--- config.mk ---
export PLATFORM = sky130hd
export DESIGN_NAME = tbbq_ctrl
export DESIGN_NICKNAME = d
export VERILOG_FILES = /design/src/rtl/tbbq_pkg.sv /design/src/rtl/tbbq_ctrl.sv
export SDC_FILE = /design/constraint.sdc
export NUM_CORES = 1
export LEC_CHECK = 0
export BUFFER_PORTS_ARGS = -buffer_cell sky130_fd_sc_hd__buf_2
export CAP_MARGIN = 20
export CORE_AREA = 2 2 39 41
export DETAILED_ROUTE_END_ITERATION = 8
export DIE_AREA = 0 0 41 43
export GPL_TIMING_DRIVEN = 0
export PLACE_DENSITY = 0.57
export SETUP_SLACK_MARGIN = 0.5
export SYNTH_ARGS = -nofsm -noshare
export SYNTH_HDL_FRONTEND = slang
export SYNTH_SLANG_ARGS = --single-unit
--- constraint.sdc ---
create_clock -name aclk -period 2.6 [get_ports aclk]
set_input_delay 0.13 -clock aclk [delete_from_list [all_inputs] [get_ports aclk]]
set_output_delay 0.13 -clock aclk [all_outputs]
set_load 0.01 [all_outputs]
--- src/rtl/tbbq_pkg.sv ---
package tbbq_pkg;

    localparam int BUFFER_BYTES = 4096;
    localparam int AW           = $clog2(BUFFER_BYTES);
    localparam int LW           = AW + 1;
    localparam int MEM_DEPTH    = 3 * BUFFER_BYTES;
    localparam int MW           = AW + 2;
    localparam int CW           = 14;
    localparam int TW           = 13;
    localparam int IN_W         = 24;
    localparam int OUT_W        = 56;

    localparam logic [TW-1:0] THRESHOLD_RESET = TW'(BUFFER_BYTES / 10);

    typedef enum logic [1:0] {
        OP_WRITE = 2'd0,
        OP_POP   = 2'd1,
        OP_SKIP  = 2'd2,
        OP_SWAP  = 2'd3
    } op_t;

    typedef struct packed {
        logic load;
        logic do_write;
        logic pop_check;
        logic pop_step;
        logic skip_step;
        logic swap_step;
        logic respond;
    } cmd_t;

    typedef struct packed {
        op_t  op;
        logic out_busy;
        logic pop_ok;
        logic pop_last;
        logic skip_more;
        logic swap_last;
    } stat_t;

    function automatic logic [1:0] next3(input logic [1:0] x);
        next3 = (x == 2'd2) ? 2'd0 : x + 2'd1;
    endfunction

endpackage

--- src/rtl/tbbq_ctrl.sv ---
module tbbq_ctrl
    import tbbq_pkg::*;
(
    input  logic  aclk,
    input  logic  aresetn,
    input  logic  s_tvalid,
    output logic  s_tready,
    input  stat_t st,
    output cmd_t  cmd
);

    typedef enum logic [5:0] {
        S_IDLE = 6'b000001,
        S_EXEC = 6'b000010,
        S_POP  = 6'b000100,
        S_SKIP = 6'b001000,
        S_SWAP = 6'b010000,
        S_RESP = 6'b100000
    } state_t;

    state_t state_reg, state_next;

    assign s_tready = (state_reg == S_IDLE) && !st.out_busy;

    always_ff @(posedge aclk) begin
        if (!aresetn) begin
            state_reg <= S_IDLE;
        end else begin
            state_reg <= state_next;
        end
    end

    always_comb begin
        state_next = state_reg;
        cmd        = '0;
        case (state_reg)
            S_IDLE: begin
                if (s_tvalid && s_tready) begin
                    cmd.load   = 1'b1;
                    state_next = S_EXEC;
                end
            end
            S_EXEC: begin
                case (st.op)
                    OP_WRITE: begin
                        cmd.do_write = 1'b1;
                        state_next   = S_RESP;
                    end
                    OP_POP: begin
                        cmd.pop_check = 1'b1;
                        state_next    = st.pop_ok ? S_POP : S_RESP;
                    end
                    OP_SKIP: state_next = S_SKIP;
                    OP_SWAP: state_next = S_SWAP;
                    default: state_next = S_RESP;
                endcase
            end
            S_POP: begin
                cmd.pop_step = 1'b1;
                if (st.pop_last) begin
                    state_next = S_RESP;
                end
            end
            S_SKIP: begin
                cmd.skip_step = 1'b1;
                if (!st.skip_more) begin
                    state_next = S_RESP;
                end
            end
            S_SWAP: begin
                cmd.swap_step = 1'b1;
                if (st.swap_last) begin
                    state_next = S_RESP;
                end
            end
            S_RESP: begin
                cmd.respond = 1'b1;
                state_next  = S_IDLE;
            end
            default: state_next = S_IDLE;
        endcase
    end

endmodule

* After elaboration in Yosys (flattened, before gate mapping) *
Cells that the tools add are included.

operators by class
  add/sub/neg operators = 0
  multipliers = 0
  divide/modulo/power cells = 0
  order comparisons = 0
  equal/unequal tests = 13
  shift-type cells = 0
  mux-type cells = 16
  bitwise gates (word level) = 0
  reductions and logical operators = 5

operator list
  cell                  count
  $mux W6               5
  $pmux W6 S5           1
  $pmux W6 S4           1
  $mux W1               8
  $eq A6 B1 Y1 const B  1
  $eq A6 B2 Y1 const B  1
  $eq A6 B3 Y1 const B  1
  $eq A6 B4 Y1 const B  1
  $eq A6 B5 Y1 const B  1
  $eq A6 B6 Y1 const B  1
  $ne A2 B2 Y1 const B  3
  $eq A2 B2 Y1 const B  2
  $reduce_and A4 Y1     1
  $eq A2 B1 Y1 const B  1
  $logic_and A1 B1 Y1   2
  $logic_not A2 Y1      1
  $mux W2               1
  $ne A2 B1 Y1 const B  1
  $logic_not A1 Y1      1

word-level totals
  register bits after elaboration = 6
  bits in latches = 0
  RAM bits = 0
  bits in read-only memories = 0
  input port bits = 10
  output and inout port bits = 8
  word-level logic and storage cells = 35
  memories = 0

* Logic depth before layout (Yosys ltp) *
  depth in word-level cells = 5
  depth in mapped cells = 5
  depth with buffers taken out = 4

* Least setup slack after synthesis *
OpenSTA, ideal clock, no wires.

  path type = flip-flop to flip-flop
  start point = register state_reg[3]
  end point = register state_reg[5]
  library setup time = 0.079 ns
  arrival time = 1.914 ns
  data required time = 2.521 ns
  path slack = 0.607 ns
  cell stages (with the launch flop) = 6
  path buffers = 1
  period minus slack after synthesis = 1.993 ns
  cell sequence = dfxtp_1 or4_4 or3b_1 buf_2 or3b_1 a211oi_2

between the ends
  word-level cells in the longest chain between the ends = 5
  elaborated cells between the ends (all ways) = 13
  those cells by class = 9 x eq/ne; 1 x mux; 3 x reduce/logical

ends and longest elaborated chain
  element                      line                              text
  start: declaration           tbbq_ctrl.sv:21                   state_t state_reg, state_next;
  start signal: assignment     tbbq_ctrl.sv:29                   state_reg <= state_next;
  $eq A6 B1 Y1                 tbbq_ctrl.sv:23, tbbq_ctrl.sv:36
  $logic_and A1 B1 Y1          tbbq_ctrl.sv:23                   assign s_tready = (state_reg == S_IDLE) && !st.out_busy;
  $logic_and A1 B1 Y1          tbbq_ctrl.sv:38                   if (s_tvalid && s_tready) begin
  $ne A2 B1 Y1 (no line)       n/a
  $reduce_and A4 Y1 (no line)  n/a

Several ways; a longest one is shown, not always the timed one.
A chain may end at the register's enable or synchronous reset.

==> summary.txt <==
Synth
  • Proportion of synthesized chip area in sequential cells: 0.305
  • Proportion of register bits with asynchronous set or reset after synthesis: 0
  • Synth Register Bits: 6
  • Count of warnings emitted by yosys: 0
  • Synthesized area per cell: 8.21 µm²
  • Top cell types by occurrence after synthesis: 6 x dfxtp_1, 4 x nand2_1, 4 x nor2_1, 4 x nor3_1, 4 x nor3b_1
  • Number of enable-type register cells in the synthesized netlist: 0
  • Net count after synthesis: between 50 and 60
  • Number of different library cells in the post-synthesis netlist: 24
  • Area fraction of the dominant cell type after synthesis: 0.305
  • Cell type contributing the most total cell area after synthesis: dfxtp_1
  • Most common cell in the synthesized netlist: dfxtp_1
  • Largest cells by area after synthesis: dfxtp_1 30%, nor3b_1 7.6%, nor3_1 5.1%
  • Synthesized cell area: about 390 µm²
  • Post-synthesis cell count: between 40 and 50
  • Top flip-flop cell by instance count after synthesis: dfxtp_1

Final layout
  • Number of antenna repair diodes: 0
  • Area growth from synthesis to layout: 44.4%
  • Area used by multi-input combinational logic: 272 µm²
  • Share of layout cells above drive strength 1: 0.465
  • Final core utilization: 0.411
  • Nets@finish: 83
  • Filler Cells Inserted: 153
  • Flip-flop count of the largest register, all copies and words added: 6
  • Storage cell area: approximately 130 µm²

Die
  • DIE HEIGHT: about 43 µm
  • Top-level port count: 18
  • Rows: 14
  • Die Wd: roughly 40 µm
  • Initial Util: 0.285
  • Standard cell core area: 1380 µm²
  • Area of the die: between 1500 and 2000 µm²

Timing
  • Achievable frequency: 485 MHz
  • Endpoints failing setup: 0
  • Clk_skew: 0.00874 ns
  • TNS Setup: 0 ns
  • Count of final max-slew check failures: 0
  • Headroom to the max-slew limit: 0.621
  • Period utilisation layout: 0.793
  • Setup repair after global routing missed its margin: yes
  • Tightest Pin Transition: 0.563 ns
  • Final number of hold-violating endpoints: 0
  • Minimum period implied by the final worst setup slack: 2.06 ns

Routing
  • Topmost layer with routed signal wires: met3
  • Antenna-violating nets left: 0
  • Total wire length after detailed routing: 1.01 mm
  • Number of optimization iterations in the first detailed-route pass: 4
  • Ratio of routed vias to standard cells: 5.26
  • Detail Route met3 WL: 52 µm
  • Met1 Routed Length: 435 µm
  • Routed via count: 458
  • Met2 wire length: about 520 µm
  • Count of unresolved DRC violations after routing: 0
  • Number of DRC violations after detailed-routing iteration 0: 2
  • Drt wl/cell: 11.6 µm

Setup path
  • Highest fanout seen on the critical path: 6
  • Data arrival time at the worst-slack endpoint: 1.93 ns
  • R2R depth: 5
  • Endpoint type of the worst setup path: primary output
  • CP Class: reg -> out
  • Worst R2R Setup Slack: 0.54 ns
  • Startpoint type of the worst setup path: register
  • Capturing point of the worst reg2reg path: state_reg[5]
  • Required time at the worst-slack endpoint: 2.47 ns
  • Worst r2r src: state_reg[5]

Power
  • Worst VDD drop: 0.000182 V
  • Leakage component of the power: 0.262 nW
  • Pwr dens: about 390 nW/µm²

Global routing
  • First-pass GRT wire length: 1.64 mm
  • Largest net degree at the start of global routing: 9
  • Overflow left after global routing: 0
  • Number of antenna violations at the first check in global routing: 0
  • Global routing usage summed across all routing layers: 0.141
  • Vias in the first global route: 404

CTS
  • Number of H-tree levels: 1
  • Clock slew at reported path FFs: 0.05 ns
  • CTS tree: yes
  • Num CTS Buffers: 3
  • Sink count of the clock tree: 6
  • CTS root buf: clkbuf_4
  • Clk_lat worst skew: 0.25 ns
  • Maximum clock path buffer count: 2

Outcome
  • Run status: completed

Min path
  • Worst hold path class: in -> reg
  • Startpoint of the worst hold path: st[5]
  • Hold endpoint: state_reg[4]
  • Number of cells on the worst hold path: 2

Run
  • # Max-Cap Violations: 0

Placement
  • Detailed-placement wirelength estimate: 755 µm
  • Total of buffers placed on input and output ports: 17
  • Placer Congestion: approximately 0.69
## how the worst max path moves through the flow
stage	startpoint	cells after the start	slack, ns	end
finish	state_reg[5]	5	0.54	cmd[4]
global route	state_reg[5]	5	0.46	cmd[4]
CTS	state_reg[5]	5	0.50	cmd[4]
detailed placement	state_reg[3]	5	0.51	state_reg[5]
global placement	state_reg[3]	5	0.53	state_reg[5]
floorplan	state_reg[3]	5	0.61	state_reg[5]
## repair_timing
| action | in CTS | in global routing |
|---|---|---|
| hold buffers | 0 | 0 |
| setup endpoints to repair | 1 | 3 |
| gates resized for setup | 6 | 3 |
| setup buffers | 3 | 0 |
| pin swaps | 1 | 3 |
## metrics by stage
step | area [µm²] | setup WS (ns) | total power, mW | instances | hold WS, ns
after floorplan | 394 | 0.607 | 0.123 | 48 | 0.256
final | 569 | 0.538 | 0.223 | 87 | 0.163
after CTS | 561 | 0.502 | 0.225 | 87 | 0.156
after global routing | 569 | 0.460 | 0.236 | 87 | 0.165
after detailed placement | 499 | 0.509 | 0.140 | 81 | 0.402
after global placement | 499 | 0.527 | 0.140 | 81 | 0.401
## kinds of logic (layout without fill, tap and decap cells)
kind of cell | count (synthesis) | count (layout) | share of synthesized area
AOI/OAI and AO/OA | 7 | 7 | 0.156
xor gates and xnor gates | 1 | 1 | 0.0222
buffers and inverters | 3 | 26 | 0.0317
DFF | 6 | 6 | 0.305
and+or+nand+nor | 31 | 31 | 0.486
## cell type report
cell class                      instances  area share
Sequential cell                         6       0.226
Inverter                                2      0.0132
Clock buffer                            3      0.0396
Buffer                                  1      0.0198
Multi-Input combinational cell         39       0.477
Tap cell                               16      0.0352
Timing Repair Buffer                   20       0.189
## cells in the final DEF, fill, tap and decap left out, types with 2 or more instances in the layout
cell	netlist	final
buf_4	0	3
inv_1	2	2
or3b_1	2	2
nor2_1	4	4
buf_2	1	17
nor3b_1	4	3
or4b_1	2	2
dfxtp_1	6	3
nand3_1	3	3
nor4_1	2	2
a31o_2	2	2
nand2_1	4	4
nor3_1	4	3
clkbuf_4	0	3
dfxtp_4	0	2
## layer usage
metal  track usage  up-vias
met5             0        -
met4        0.0800        0
met3        0.0628        0
met2         0.216       14
met1         0.154      212
li1              -      232
## critical path: stages (launching register included)
cell,delay (ns)
dfxtp_4,0.35
or4_4,0.54
or3b_1,0.37
buf_6,0.14
nor3b_2,0.13
buf_2,0.14
## report_power, final
part / switching, mW / internal (mW)
clock: 0.0330 / 0.0522
sequential: 0.00363 / 0.0930
combinational: 0.0224 / 0.0191
total: 0.0591 / 0.164
Note: power is estimated with default switching activity, not from simulation.
